### src/hdl/cacd_pkg.sv
// ----------------------------------------------------------------------------
// Composite artifact colour decoder package
// Shared payload types, decode job type and the colour pair table.
// ----------------------------------------------------------------------------
package cacd_pkg;

  localparam int unsigned QueueDepth = 4;

  localparam logic [7:0] FillByte = 8'hFF;

  typedef struct packed {
    logic [7:0] pixel_byte;
    logic       line_end;
  } in_t;

  typedef struct packed {
    logic [3:0] color_index;
    logic       run_last;
    logic       line_last;
  } out_t;

  // window bits 17..6 of previous, current, next byte
  typedef struct packed {
    logic [11:0] nbhd;
    logic        run_last;
    logic        line_last;
  } job_t;

  typedef struct packed {
    logic push_lo;
    logic push_hi;
  } push_t;

  // {left colour, right colour} per 6-bit neighbourhood
  localparam logic [7:0] PairTable [64] = '{
    8'h00, 8'h00, 8'h08, 8'h03, 8'h57, 8'h57, 8'h12, 8'h1B,
    8'hA8, 8'hAE, 8'hA9, 8'hA9, 8'h44, 8'h4F, 8'hCC, 8'hCF,
    8'h5D, 8'h5D, 8'hD0, 8'hD3, 8'h66, 8'h66, 8'h6F, 8'h6B,
    8'h21, 8'h21, 8'hF9, 8'hF9, 8'hBB, 8'hBB, 8'hFF, 8'hFF,
    8'hE0, 8'hE0, 8'hE8, 8'hE3, 8'h07, 8'h07, 8'h12, 8'h1B,
    8'h98, 8'h9E, 8'h99, 8'h99, 8'hF4, 8'hFF, 8'hCC, 8'hCF,
    8'h3D, 8'h3D, 8'h30, 8'h33, 8'h66, 8'h66, 8'h6F, 8'h6B,
    8'hC1, 8'hC1, 8'hC9, 8'hC9, 8'hFB, 8'hFB, 8'hFF, 8'hFF
  };

endpackage

### src/hdl/cacd_front.sv
// ----------------------------------------------------------------------------
// Composite artifact colour decoder front end
// Holds the line context and turns each byte into zero, one or two decode jobs.
// ----------------------------------------------------------------------------
module cacd_front (
  input  logic           clk_i,
  input  logic           rst_ni,
  input  logic           in_valid_i,
  output logic           in_ready_o,
  input  cacd_pkg::in_t  in_i,
  input  logic           space_i,
  output cacd_pkg::push_t push_o,
  output cacd_pkg::job_t job_lo_o,
  output cacd_pkg::job_t job_hi_o
);

  logic [7:0] prev_q, prev_d;
  logic [7:0] cur_q, cur_d;
  logic       hold_q, hold_d;
  logic       accept;
  logic [7:0] before_end;
  cacd_pkg::job_t job_mid, job_end;

  assign in_ready_o = space_i;
  assign accept     = in_valid_i && space_i;

  assign before_end = hold_q ? cur_q : prev_q;

  always_comb begin
    job_mid.nbhd      = {prev_q[1:0], cur_q, in_i.pixel_byte[7:6]};
    job_mid.run_last  = !in_i.line_end;
    job_mid.line_last = 1'b0;
    job_end.nbhd      = {before_end[1:0], in_i.pixel_byte, cacd_pkg::FillByte[7:6]};
    job_end.run_last  = 1'b1;
    job_end.line_last = 1'b1;
  end

  always_comb begin
    push_o.push_lo = accept && (hold_q || in_i.line_end);
    push_o.push_hi = accept && hold_q && in_i.line_end;
    job_lo_o       = hold_q ? job_mid : job_end;
    job_hi_o       = job_end;
  end

  always_comb begin
    prev_d = prev_q;
    cur_d  = cur_q;
    hold_d = hold_q;
    if (accept) begin
      cur_d = in_i.pixel_byte;
      if (in_i.line_end) begin
        prev_d = cacd_pkg::FillByte;
        hold_d = 1'b0;
      end else begin
        prev_d = before_end;
        hold_d = 1'b1;
      end
    end
  end

  always_ff @(posedge clk_i or negedge rst_ni) begin
    if (!rst_ni) begin
      prev_q <= cacd_pkg::FillByte;
      hold_q <= 1'b0;
    end else begin
      prev_q <= prev_d;
      hold_q <= hold_d;
    end
  end

  always_ff @(posedge clk_i) begin
    cur_q <= cur_d;
  end

endmodule

### src/hdl/cacd_queue.sv
// ----------------------------------------------------------------------------
// Composite artifact colour decoder job queue
// Short queue taking up to two jobs a cycle and releasing one from its head.
// ----------------------------------------------------------------------------
module cacd_queue #(
  parameter int unsigned Depth = cacd_pkg::QueueDepth
) (
  input  logic            clk_i,
  input  logic            rst_ni,
  input  cacd_pkg::push_t push_i,
  input  cacd_pkg::job_t  job_lo_i,
  input  cacd_pkg::job_t  job_hi_i,
  output logic            space_o,
  output logic            head_valid_o,
  output cacd_pkg::job_t  head_o,
  input  logic            pop_i
);

  localparam int unsigned PtrW = (Depth > 1) ? $clog2(Depth) : 1;
  localparam int unsigned CntW = $clog2(Depth + 1);
  localparam logic [PtrW-1:0] LastPtr = PtrW'(Depth - 1);
  localparam logic [CntW-1:0] SpaceLimit = CntW'(Depth - 2);

  cacd_pkg::job_t mem_q [Depth];

  logic [PtrW-1:0] wp_q, wp_d, wp_next, rp_q, rp_d;
  logic [CntW-1:0] cnt_q, cnt_d;
  logic [1:0]      n_push;

  function automatic logic [PtrW-1:0] bump(input logic [PtrW-1:0] p);
    return (p == LastPtr) ? '0 : p + PtrW'(1);
  endfunction

  assign n_push       = {1'b0, push_i.push_lo} + {1'b0, push_i.push_hi};
  assign wp_next      = bump(wp_q);
  assign space_o      = cnt_q <= SpaceLimit;
  assign head_valid_o = cnt_q != '0;
  assign head_o       = mem_q[rp_q];

  always_comb begin
    wp_d = wp_q;
    if (push_i.push_hi) begin
      wp_d = bump(wp_next);
    end else if (push_i.push_lo) begin
      wp_d = wp_next;
    end
    rp_d  = pop_i ? bump(rp_q) : rp_q;
    cnt_d = cnt_q + CntW'(n_push) - CntW'(pop_i);
  end

  always_ff @(posedge clk_i or negedge rst_ni) begin
    if (!rst_ni) begin
      wp_q  <= '0;
      rp_q  <= '0;
      cnt_q <= '0;
    end else begin
      wp_q  <= wp_d;
      rp_q  <= rp_d;
      cnt_q <= cnt_d;
    end
  end

  always_ff @(posedge clk_i) begin
    if (push_i.push_lo) begin
      mem_q[wp_q] <= job_lo_i;
    end
    if (push_i.push_hi) begin
      mem_q[wp_next] <= job_hi_i;
    end
  end

endmodule

### src/hdl/cacd_back.sv
// ----------------------------------------------------------------------------
// Composite artifact colour decoder back end
// Walks a job's 8 pixels, one table lookup and pixel a cycle unless stalled.
// ----------------------------------------------------------------------------
module cacd_back (
  input  logic           clk_i,
  input  logic           rst_ni,
  input  logic           head_valid_i,
  input  cacd_pkg::job_t head_i,
  output logic           pop_o,
  output logic           out_valid_o,
  input  logic           out_ready_i,
  output cacd_pkg::out_t out_o
);

  logic [2:0]     pix_q, pix_d;
  logic           out_valid_q, out_valid_d;
  cacd_pkg::out_t out_q, out_d;
  logic           advance;
  logic           last_pix;
  logic [5:0]     idx;
  logic [7:0]     pair;

  assign advance  = head_valid_i && (!out_valid_q || out_ready_i);
  assign last_pix = pix_q == 3'd7;
  assign pop_o    = advance && last_pix;

  always_comb begin
    unique case (pix_q[2:1])
      2'd0:    idx = head_i.nbhd[11:6];
      2'd1:    idx = head_i.nbhd[9:4];
      2'd2:    idx = head_i.nbhd[7:2];
      default: idx = head_i.nbhd[5:0];
    endcase
    pair = cacd_pkg::PairTable[idx];
  end

  always_comb begin
    pix_d       = pix_q;
    out_valid_d = out_valid_q;
    out_d       = out_q;
    if (advance) begin
      pix_d             = pix_q + 3'd1;
      out_valid_d       = 1'b1;
      out_d.color_index = pix_q[0] ? pair[3:0] : pair[7:4];
      out_d.run_last    = last_pix && head_i.run_last;
      out_d.line_last   = last_pix && head_i.line_last;
    end else if (out_ready_i) begin
      out_valid_d = 1'b0;
    end
  end

  always_ff @(posedge clk_i or negedge rst_ni) begin
    if (!rst_ni) begin
      pix_q       <= '0;
      out_valid_q <= 1'b0;
    end else begin
      pix_q       <= pix_d;
      out_valid_q <= out_valid_d;
    end
  end

  always_ff @(posedge clk_i) begin
    out_q <= out_d;
  end

  assign out_valid_o = out_valid_q;
  assign out_o       = out_q;

endmodule

### src/hdl/composite_artifact_color_decoder_core.sv
// ----------------------------------------------------------------------------
// Composite artifact colour decoder core
// Turns 1-bit-per-pixel scanline bytes into 4-bit artifact colour indices.
// ----------------------------------------------------------------------------
// Each byte is decoded once its successor arrives, or at once when it carries
// line_end, and yields eight colour indices, leftmost pixel first. The output
// register issues one pixel per cycle while out_ready_i does not stall it; a
// line-end byte that also flushes the held byte produces sixteen pixels. The
// front end keeps accepting bytes while the job queue has room for two decode
// jobs, so input and output stall independently.
module composite_artifact_color_decoder_core #(
  parameter int unsigned QueueDepth = cacd_pkg::QueueDepth
) (
  input  logic           clk_i,
  input  logic           rst_ni,
  input  logic           in_valid_i,
  output logic           in_ready_o,
  input  cacd_pkg::in_t  in_i,
  output logic           out_valid_o,
  input  logic           out_ready_i,
  output cacd_pkg::out_t out_o
);

  logic            space;
  logic            head_valid;
  logic            pop;
  cacd_pkg::push_t push;
  cacd_pkg::job_t  job_lo, job_hi, head;

  cacd_front u_front (
    .clk_i      (clk_i),
    .rst_ni     (rst_ni),
    .in_valid_i (in_valid_i),
    .in_ready_o (in_ready_o),
    .in_i       (in_i),
    .space_i    (space),
    .push_o     (push),
    .job_lo_o   (job_lo),
    .job_hi_o   (job_hi)
  );

  cacd_queue #(
    .Depth (QueueDepth)
  ) u_queue (
    .clk_i        (clk_i),
    .rst_ni       (rst_ni),
    .push_i       (push),
    .job_lo_i     (job_lo),
    .job_hi_i     (job_hi),
    .space_o      (space),
    .head_valid_o (head_valid),
    .head_o       (head),
    .pop_i        (pop)
  );

  cacd_back u_back (
    .clk_i        (clk_i),
    .rst_ni       (rst_ni),
    .head_valid_i (head_valid),
    .head_i       (head),
    .pop_o        (pop),
    .out_valid_o  (out_valid_o),
    .out_ready_i  (out_ready_i),
    .out_o        (out_o)
  );

endmodule
### config.mk
export PLATFORM = sky130hd
export DESIGN_NAME = composite_artifact_color_decoder_core
export DESIGN_NICKNAME = d
export VERILOG_FILES = /design/src/hdl/cacd_pkg.sv /design/src/hdl/cacd_front.sv /design/src/hdl/cacd_queue.sv /design/src/hdl/cacd_back.sv /design/src/hdl/composite_artifact_color_decoder_core.sv
export SDC_FILE = /design/constraint.sdc
export NUM_CORES = 1
export LEC_CHECK = 0
export ABC_AREA = 1
export BUFFER_PORTS_ARGS = -buffer_cell sky130_fd_sc_hd__buf_2
export CELL_PAD_IN_SITES_DETAIL_PLACEMENT = 1
export CELL_PAD_IN_SITES_GLOBAL_PLACEMENT = 1
export CORE_ASPECT_RATIO = 0.75
export CORE_UTILIZATION = 44
export CTS_BUF_LIST = sky130_fd_sc_hd__clkbuf_4 sky130_fd_sc_hd__clkbuf_8 sky130_fd_sc_hd__clkbuf_16
export CTS_CLUSTER_SIZE = 40
export DETAILED_ROUTE_END_ITERATION = 12
export PLACE_DENSITY = 0.76
export SLEW_MARGIN = 20
export SYNTH_ARGS = -nofsm -noshare
export SYNTH_HDL_FRONTEND = slang
export SYNTH_SLANG_ARGS = --single-unit
### constraint.sdc
create_clock -name clk_i -period 3.15 [get_ports clk_i]
set_input_delay 0.1575 -clock clk_i [delete_from_list [all_inputs] [get_ports clk_i]]
set_output_delay 0.1575 -clock clk_i [all_outputs]
set_load 0.05 [all_outputs]
==> flow_summary.yaml, run 1 <==
worst_setup_path:
  crit_buf_inv: 3
  worst_ep_arrival_time_ns: 2.80
  cp_data_required_time_ns: 3.37
  crit_path_end_kind: "flip-flop"
  critPathLaunchType: "flip-flop"
  critPathMaxFanout: 6
  crit_path_top_delay_cell: "sky130_fd_sc_hd__fa_1"
  crit_path_cell_trace: "inv_1, ha_1, or2_4, nand2_4, a21oi_2, inv_1, ha_1, inv_1, fa_1, fa_1, xnor2_1"
  crit_path_max_incr_delay_ns: 0.39
  cpMostUsedCell: "sky130_fd_sc_hd__inv_1"
  rrSetupSlack_ns: 0.58
  timing.critical_path.max_delay_family: "adder cells"
  timing.setup.critical_path_class: "flip-flop to flip-flop"
grt:
  via_count_of_the_first_global_routing_pass: 4120
  gr-usage-all-layers: 0.270
  global_route_wire_length_before_repair_microns: 22100
  global_route.usage.met2: 0.440
  globalRoute.busiestLayer: "met2"
  pin_count_of_the_biggest_net_entering_global_routing: 31
  antenna_found_initial: 0
  global_route.usage.met1: 0.370
  global_route.overflow_total: 0
  gr-usage-met3: 0.0444
clock_tree:
  numCtsBuffers: 9
  cts_hold_buffers: 1
  cts.clk_slew.worst_paths_ns: 0.06
  postCtsSetupBuffers: 0
  tritoncts: "built"
  clock_path_buffers: 2
  clk_latency_worst_skew_pair_ns: 0.34
  post_cts_resize_count: 0
  cts_num_sinks: 84
  htree_num_levels: 3
  clock-root-buffer: "sky130_fd_sc_hd__clkbuf_16"
sta:
  layout_min_cycle_time_ns: 2.57
  finalClockSkew_ns: 0.00821
  slew_headroom: 0.395
  setup_tns_ns: 0
  report.final.hold_viol_count: 0
  setup_repair_after_global_routing_missed_its_margin: "no"
  fmaxAchievable_ghz: 0.389
  setup_viol: 0
  hold-worst-slack_ns: 0.00432
  fin_crit_sh: 0.817
  timing.final.max_slew_violations: 0
  worst_pin_slew_ns: 0.907
yosys:
  synthArstFlopShare: 0.167
  number_of_register_bits_inferred_by_synthesis: 84
  netlist_instances: 520
  synth_edf_count: 54
  mappedNetlistNets: 552
  synth_seq_area_share: 0.504
  synth.cells.most_frequent: "115 x sky130_fd_sc_hd__nand2_1, 60 x sky130_fd_sc_hd__nand3_1, 55 x sky130_fd_sc_hd__inv_1, 54 x sky130_fd_sc_hd__edfxtp_1, 40 x sky130_fd_sc_hd__o22ai_1"
  yosys.area.top_type: "sky130_fd_sc_hd__edfxtp_1"
  most_common_cell_in_the_synthesized_netlist: "sky130_fd_sc_hd__nand2_1"
  dominantRegCellSynth: "sky130_fd_sc_hd__edfxtp_1"
  synth_area_leaders: "sky130_fd_sc_hd__edfxtp_1 36%, sky130_fd_sc_hd__nand2_1 9.5%, sky130_fd_sc_hd__dfxtp_1 7.0%"
  mappedNetlistArea_sq_mm: 0.00455
  synth_warn: 0
  synth_cell_type_count: 37
  post-synth-top-area-fraction: 0.356
  syn-mean-instance-area_sq_um: 8.76
finish:
  final_design_area_no_fill_sq_mm: 0.00510
  final_net_count: 575
  ff_latch_area_sq_mm: 0.00229
  n_antenna_cell: 0
  final.fill_count: 1157
  drive_gt1_frac: 0.120
  multi_input_comb_area_sq_mm: 0.00190
  area_growth_syn_to_layout_pct: 12.0
placement:
  gpl.final_weighted_congestion: 0.830
  port_buf_inserts: 20
  post_dp_cell_area_sq_mm: 0.00477
  hpwlAfterDp_microns: 9750
routing:
  dr.first_iter.drc_count: 275
  routed_via_density: 5.76
  drc: 0
  wl_per_cell_microns: 20.1
  drt-pass1-iter-count: 5
  final_antenna_net_count: 0
  routed_wirelength_microns: 13700
  via_count: 3917
pwr:
  power.density_cell_area_mw_per_mm2: 1240
  design_power_total_uw: 6350
  irDropWorstVdd_v: 0.000403
  cellLeakagePower_uw: 0.00224
floorplan:
  design.die.area_sq_mm: 0.0108
  io_pins: 21
  rows: 31
  dieWidth_microns: 119
  dieHeight_microns: 90.1
  core_area_sq_mm: 0.00985
  initial_core_utilization: 0.462
worst_hold_path:
  hold_path_class: "primary input to flip-flop"
run:
  maxCapViolCount: 0
run_status:
  outcome: "finished, final reports clean"
-- registers in the layout (all words and copies together), names as in the netlist --
| name | count |
|---|---|
| u_queue.wp_q | 2 |
| u_back.out_valid_o | 1 |
| u_front.cur_q | 8 |
| u_front.hold_q | 1 |
| u_queue.cnt_q | 3 |
| u_queue.rp_q | 2 |
| u_queue.mem_q | 56 |
| u_back.out_o | 6 |
| u_front.prev_q | 2 |
| u_back.pix_q | 3 |
-- placed cells by master (no fill, tap or decap), types with 2 or more instances in the layout --
cell and instances:
sky130_fd_sc_hd__dfstp_2 2, sky130_fd_sc_hd__clkbuf_4 2, sky130_fd_sc_hd__o22ai_1 40, sky130_fd_sc_hd__a21oi_1 27
sky130_fd_sc_hd__edfxtp_1 54, sky130_fd_sc_hd__dfrtp_1 12, sky130_fd_sc_hd__buf_4 10, sky130_fd_sc_hd__a22oi_1 8
sky130_fd_sc_hd__clkbuf_16 11, sky130_fd_sc_hd__o21ai_0 24, sky130_fd_sc_hd__nand2_1 115, sky130_fd_sc_hd__xnor2_1 2
sky130_fd_sc_hd__nand4_1 3, sky130_fd_sc_hd__inv_1 55, sky130_fd_sc_hd__ha_1 17, sky130_fd_sc_hd__dfxtp_1 16
sky130_fd_sc_hd__nand4_2 2, sky130_fd_sc_hd__fa_1 2, sky130_fd_sc_hd__nor2_1 37, sky130_fd_sc_hd__nand3_1 60
sky130_fd_sc_hd__xor2_1 2, sky130_fd_sc_hd__inv_2 8, sky130_fd_sc_hd__buf_2 20, sky130_fd_sc_hd__nor3_1 2
-- cell families after synthesis --
group                      count (synthesis)  synth area share
DFF                                       84             0.504
xor gates and xnor gates                   4           0.00769
buffers and inverters                     82            0.0783
adders and majority gates                 19            0.0555
and+or+nand+nor                          226             0.219
AOI/OAI and AO/OA                        105             0.136
-- path summary, 6_finish.rpt --
check	start	end	cells past startpoint
worst max-delay path	u_queue.cnt_q[1]	u_queue.cnt_q[2]	11
worst min-delay path	in_i[4]	u_front.cur_q[3]	1
worst max register to register	u_queue.cnt_q[1]	u_queue.cnt_q[2]	11
worst min register to register	u_queue.mem_q[1][1]	u_queue.mem_q[1][1]	2
max in group asynchronous	rst_ni	u_front.prev_q[1]	2
min in group asynchronous	rst_ni	u_queue.rp_q[1]	2
-- through the flow --
step / utilization / setup slack (ns) / cells
6_report: 0.518 / 0.576 / 680
3_3_place_gp: 0.485 / 0.654 / 663
4_1_cts: 0.518 / 0.560 / 680
3_5_place_dp: 0.485 / 0.580 / 663
5_1_grt: 0.518 / 0.388 / 680
2_1_floorplan: - / 0.308 / 520
-- where the power goes --
part / internal, uW / switching, uW
clock: 654 / 450
sequential: 1560 / 182
combinational: 1040 / 2460
-- layer usage --
metal	vias to the layer above	routed length (microns)
li1	1831	-
met1	1946	6200
met2	122	6530
met3	18	763
met4	0	187
met5	-	0
-- final cells by class --
class                   instances  share of cell area
clock inverters                 3             0.00466
repair buffers                 31              0.0363
clock buffers                  13              0.0569
flip-flops and latches         84               0.450
well taps                     132              0.0324
inverters                      63              0.0464
multi-input cells             354               0.373
-- worst register-to-register path, delay by kind of cell (launching register included) --
kind            cells  cell delay [ns]
compound gates      1             0.21
xor+xnor            1             0.13
buf+inv             3             0.34
fa+ha+maj           4             1.23
simple gates        2             0.20
flops               1             0.36
(Power assumes the default switching activity.)
==> run 2, diff against run 1 <==
- ABC_AREA: 1 -> 0
- PLACE_DENSITY: 0.76 -> 0.75
- clock period: 3.15 -> 2.2 ns (I/O delays scaled with it)
==> run 2 against run 1 <==
The flow now finishes with violations (setup timing). Sequential share of layout area decreased by 5.3 points. Sequential power up 48%. Synthesized area is 0.99% higher. Register-to-register slack worse by 1.1 ns. Core utilization is 6.8 points higher.
==> flow_summary.yaml, run 2 <==
run_status:
  outcome: "finished, violations left"
  failing_checks: "setup timing"
clock_tree:
  cts.clk_slew.worst_paths_ns: 0.07
  numCtsBuffers: 9
  htree_num_levels: 3
  cts_num_sinks: 84
  clock-root-buffer: "sky130_fd_sc_hd__clkbuf_16"
  tritoncts: "built"
  clk_latency_worst_skew_pair_ns: 0.34
  clock_path_buffers: 2
sta:
  slew_headroom: 0.592
  hold-worst-slack_ns: 0.00885
  finalClockSkew_ns: 0.00844
  report.final.hold_viol_count: 0
  worst_pin_slew_ns: 0.605
  setup_tns_ns: -2.11
  timing.final.max_slew_violations: 0
  setup_repair_after_global_routing_missed_its_margin: "yes"
  fmaxAchievable_ghz: 0.371
  setup_viol: 6
  final.setup.worst_slack_ns: -0.495
  fin_crit_sh: 1.23
  layout_min_cycle_time_ns: 2.70
routing:
  routed_wirelength_microns: 13400
  drc: 0
  drt-pass1-iter-count: 5
  routed_via_density: 5.96
  wl_per_cell_microns: 22.6
  final_antenna_net_count: 0
  via_count: 3539
  dr.first_iter.drc_count: 342
worst_setup_path:
  rrSetupSlack_ns: -0.50
  timing.setup.critical_path_class: "flip-flop to flip-flop"
  cp_data_required_time_ns: 2.29
  critPathMaxFanout: 8
  timing.reg2reg.worst_path_depth: 8
  critPathLaunchType: "flip-flop"
  worst_r2r_endpoint: "u_back.out_o[2]"
  critical_path.reg2reg.startpoint: "u_queue.rp_q[0]"
  worst_ep_arrival_time_ns: 2.78
  crit_path_end_kind: "flip-flop"
yosys:
  synth_area_leaders: "sky130_fd_sc_hd__edfxtp_1 35%, sky130_fd_sc_hd__a22o_1 7.2%, sky130_fd_sc_hd__dfxtp_1 7.0%"
  number_of_register_bits_inferred_by_synthesis: 84
  synth_edf_count: 54
  mappedNetlistNets: 416
  yosys.area.top_type: "sky130_fd_sc_hd__edfxtp_1"
  syn-mean-instance-area_sq_um: 12.0
  synth_seq_area_share: 0.499
  synth.cells.most_frequent: "54 x sky130_fd_sc_hd__edfxtp_1, 38 x sky130_fd_sc_hd__a22o_1, 32 x sky130_fd_sc_hd__nor2_1, 25 x sky130_fd_sc_hd__nand2_1"
  synth_cell_type_count: 53
  netlist_instances: 384
  mappedNetlistArea_sq_mm: 0.00460
  synth_warn: 0
  dominantRegCellSynth: "sky130_fd_sc_hd__edfxtp_1"
  synthArstFlopShare: 0.167
  post-synth-top-area-fraction: 0.353
  most_common_cell_in_the_synthesized_netlist: "sky130_fd_sc_hd__edfxtp_1"
floorplan:
  dieWidth_microns: 120
  initial_core_utilization: 0.465
  design.die.area_sq_mm: 0.0109
  io_pins: 21
  core_area_sq_mm: 0.00989
  rows: 31
  dieHeight_microns: 90.5
worst_hold_path:
  hold_path_end: "u_front.cur_q[1]"
  timing.hold.worst_path_depth: 1
  hold_path_class: "primary input to flip-flop"
  hp-start: "in_i[2]"
pwr:
  design_power_total_uw: 9350
  irDropWorstVdd_v: 0.000673
  power.density_cell_area_mw_per_mm2: 1610
  cellLeakagePower_uw: 0.00231
finish:
  drive_gt1_frac: 0.355
  final_net_count: 489
  area_growth_syn_to_layout_pct: 25.9
  fin_util: 0.586
  final_design_area_no_fill_sq_mm: 0.00579
  layout.cells.most_common_list: "58 x sky130_fd_sc_hd__buf_4, 54 x sky130_fd_sc_hd__edfxtp_1, 38 x sky130_fd_sc_hd__a22o_1, 30 x sky130_fd_sc_hd__nor2_1, 22 x sky130_fd_sc_hd__nand2_1"
  largest_register_ff_count: 56
  layout_commonest_cell: "sky130_fd_sc_hd__buf_4"
  n_antenna_cell: 0
  largest-register: "u_queue.mem_q"
placement:
  gpl.final_weighted_congestion: 0.891
  post_dp_cell_area_sq_mm: 0.00532
  hpwlAfterDp_microns: 9320
  port_buf_inserts: 20
run:
  maxCapViolCount: 0
grt:
  pin_count_of_the_biggest_net_entering_global_routing: 19
  antenna_found_initial: 0
  via_count_of_the_first_global_routing_pass: 3710
  global_route_wire_length_before_repair_microns: 21200
  global_route.overflow_total: 0
  gr-usage-all-layers: 0.263
==> run 2: through the flow <==
step / instances / worst slack [ns]
6_report: 594 / -0.495
5_1_grt: 594 / -0.576
4_1_cts: 590 / -0.461
3_5_place_dp: 572 / -0.573
3_3_place_gp: 572 / -0.531
2_1_floorplan: 384 / -0.445
==> run 2: report_power, final <==
group | total (uW) | internal (uW) | switching (uW)
Sequential | 2570 | 2210 | 356
Clock | 1580 | 928 | 649
Combinational | 5200 | 2450 | 2750
Total | 9350 | 5590 | 3760
==> run 2: worst max path at each step <==
stage,from,to,slack (ns),depth (start not counted)
2_1_floorplan,u_queue.rp_q[0],u_back.out_o[4],-0.45,10
3_3_place_gp,u_queue.rp_q[0],u_back.out_o[5],-0.53,9
3_5_place_dp,u_queue.rp_q[0],u_back.out_o[5],-0.57,9
4_1_cts,u_queue.rp_q[0],u_back.out_o[2],-0.46,7
5_1_grt,u_queue.rp_q[0],u_back.out_o[3],-0.58,7
6_report,u_queue.rp_q[0],u_back.out_o[2],-0.50,8
==> run 2: what timing repair did <==
item | CTS | global route
pin swaps | 2 | 3
hold buffers | 2 | 0
gates resized for setup | 34 | 11
endpoints found under the setup margin | 14 | 41
hold endpoints to repair | 13 | 0
buffers inserted | 0 | 3
gates cloned | 0 | 1
==> run 2: logic make-up (layout without fill, tap and decap cells) <==
logic type                 Yosys count  after routing  synth area share
AOI/OAI and AO/OA                  107            107             0.178
xor gates and xnor gates             5              5           0.00952
muxes                               26             26             0.112
DFF                                 84             84             0.499
and+or+nand+nor                     97             97            0.0979
adders and majority gates           19             19            0.0550
buffers and inverters               46            124            0.0487
==> run 2: layout make-up <==
type / count / area [sq um]
clock inverter: 5 / 61.3
inverter: 19 / 83.8
sequential: 84 / 2300
fill: 1004 / 4100
timing repair buffer: 89 / 714
clock buffer: 11 / 246
multi-input combinational: 254 / 2220
tap: 132 / 165
==> run 2: critical path, stage by stage (launching register included) <==
cell	delay [ns]
sky130_fd_sc_hd__dfrtp_2	0.42
sky130_fd_sc_hd__buf_4	0.20
sky130_fd_sc_hd__mux4_2	0.53
sky130_fd_sc_hd__mux4_2	0.55
sky130_fd_sc_hd__ha_1	0.25
sky130_fd_sc_hd__xnor2_1	0.17
sky130_fd_sc_hd__nor2_1	0.07
sky130_fd_sc_hd__a211oi_2	0.17
sky130_fd_sc_hd__o31ai_2	0.09
==> run 2: layer usage <==
layer  vias up  share of wire  global-route usage
met2       124           0.47               0.414
met4         0          0.012              0.0677
met1      1786           0.46               0.373
li1       1614              -                   -
met3        15          0.059              0.0461
met5         -              0                   0
==> run 3, diff against run 2 <==
- BUFFER_PORTS_ARGS: -buffer_cell sky130_fd_sc_hd__buf_2 -> -buffer_cell sky130_fd_sc_hd__clkbuf_2
- REMOVE_ABC_BUFFERS: not set -> 1
==> run 3 against run 2 <==
Largest cell class unchanged. Global-route usage rose by 1.2 points. The flow still finishes with violations (setup timing). Cell count rose by 1.5%. Core utilization rose by 1.0 points. Total power rose by 3.5%. Non-clock buffer count rose by 9. Setup slack improved by 0.00098 ns.
==> flow_summary.yaml, run 3 (same netlist as run 2, synthesis figures left out) <==
worst_setup_path:
  cp_data_required_time_ns: 2.28
  crit_path_max_incr_delay_ns: 0.62
  crit_path_end_kind: "flip-flop"
  critPathMaxFanout: 7
  crit_path_cell_trace: "buf_16, mux4_2, mux4_2, nand2b_4, a21o_1, a32oi_1, a2bb2oi_1"
  crit_path_top_delay_cell: "sky130_fd_sc_hd__mux4_2"
  worst_ep_arrival_time_ns: 2.77
  critPathLaunchType: "flip-flop"
  timing.setup.critical_path_class: "flip-flop to flip-flop"
  cpMostUsedCell: "sky130_fd_sc_hd__mux4_2"
routing:
  drc: 0
  routed_wirelength_microns: 13900
  dr.first_iter.drc_count: 350
  final_antenna_net_count: 0
  via_count: 3642
  wl_per_cell_microns: 23.1
  routed_via_density: 6.04
  drt-pass1-iter-count: 5
worst_hold_path:
  hold_path_class: "primary input to flip-flop"
placement:
  port_buf_inserts: 20
  hpwlAfterDp_microns: 9710
  gpl.final_weighted_congestion: 0.851
  dp_slack_ns: -0.545
sta:
  layout_min_cycle_time_ns: 2.69
  fmaxAchievable_ghz: 0.371
  timing.final.max_slew_violations: 0
  report.final.hold_viol_count: 0
  final.setup.worst_slack_ns: -0.494
  worst_pin_slew_ns: 0.581
  setup_viol: 5
  setup_repair_after_global_routing_missed_its_margin: "yes"
  slew_headroom: 0.612
  setup_tns_ns: -1.90
  finalClockSkew_ns: 0.00603
  fin_crit_sh: 1.22
finish:
  n_antenna_cell: 0
  final.fill_count: 1016
  layout.cells.most_common_list: "63 x sky130_fd_sc_hd__buf_4, 54 x sky130_fd_sc_hd__edfxtp_1, 38 x sky130_fd_sc_hd__a22o_1, 28 x sky130_fd_sc_hd__nor2_1, 23 x sky130_fd_sc_hd__nand2_1"
  largest-register: "u_queue.mem_q"
  drive_gt1_frac: 0.372
  layout_commonest_cell: "sky130_fd_sc_hd__buf_4"
  area_growth_syn_to_layout_pct: 28.1
  final_net_count: 498
  largest_register_ff_count: 56
clock_tree:
  clock-root-buffer: "sky130_fd_sc_hd__clkbuf_16"
  cts_num_sinks: 84
  clock_path_buffers: 2
  clk_latency_worst_skew_pair_ns: 0.33
  htree_num_levels: 3
  cts.clk_slew.worst_paths_ns: 0.06
  tritoncts: "built"
  numCtsBuffers: 9
floorplan:
  initial_core_utilization: 0.465
  io_pins: 21
  rows: 31
  design.die.area_sq_mm: 0.0109
  core_area_sq_mm: 0.00989
  dieWidth_microns: 120
  dieHeight_microns: 90.5
run_status:
  outcome: "finished, violations left"
  failing_checks: "setup timing"
pwr:
  cellLeakagePower_uw: 0.00237
  power.density_cell_area_mw_per_mm2: 1640
  irDropWorstVdd_v: 0.000530
grt:
  via_count_of_the_first_global_routing_pass: 3842
  global_route_wire_length_before_repair_microns: 22100
  gr-usage-all-layers: 0.275
  global_route.overflow_total: 0
  antenna_found_initial: 0
  pin_count_of_the_biggest_net_entering_global_routing: 21
run:
  maxCapViolCount: 0
run 3: worst max-delay path: cells and delay by family (launching register included):
kind	cells	cell delay [ns]
AND/OR/NAND/NOR	1	0.19
buffers and inverters	1	0.15
multiplexers	2	1.15
AO/OA/AOI/OAI	3	0.47
flip-flops	1	0.46
run 3: routing by layer:
metal / track usage / part of all wire / vias up
met5: 0 / 0 / -
met1: 0.383 / 0.45 / 1875
met4: 0.0625 / 0.016 / 0
met2: 0.438 / 0.47 / 119
li1: - / - / 1628
met3: 0.0587 / 0.061 / 20
run 3: what timing repair did:
action	CTS	global route
setup endpoints to repair	65	52
gates cloned	1	0
resized for setup	43	14
hold endpoints to repair	13	0
buffers inserted	7	2
pin swaps	6	3
hold buffers	2	0
run 3: per-stage QoR:
step,hold WS (ns),cell area (sq um),total power (uW),instances,utilization
6_report,0.0239,5890,9680,603,0.596
5_1_grt,0.0141,5890,10200,603,0.596
4_1_cts,0.0129,5860,9520,601,0.592
3_5_place_dp,0.0590,5310,7220,575,0.537
3_3_place_gp,0.0495,5310,6930,575,0.537
2_1_floorplan,-0.186,4450,5270,357,-
run 3: worst paths after layout:
kind	end	depth (start not counted)	slack, ns	from
hold / removal	u_front.cur_q[4]	1	0.02	in_i[5]
hold reg to reg	u_queue.mem_q[0][0]	2	0.50	u_queue.mem_q[0][0]
setup reg to reg	u_back.out_o[4]	7	-0.49	u_queue.rp_q[0]
min in group asynchronous	u_back.pix_q[1]	2	0.24	rst_ni
max in group asynchronous	u_front.prev_q[1]	2	1.63	rst_ni
setup / recovery	u_back.out_o[4]	7	-0.49	u_queue.rp_q[0]
run 3: cell type report:
cell class	instances	area, sq um	share of cell area
flip-flops and latches	84	2300	0.390
multi-input cells	254	2190	0.372
repair buffers	98	826	0.140
clock buffers	9	225	0.0382
well taps	132	165	0.0280
clock inverters	7	114	0.0193
inverters	19	72.6	0.0123
run 3: where the power goes:
part	internal, uW	switching, uW
logic	2580	2820
registers	2210	349
clock network	1110	608
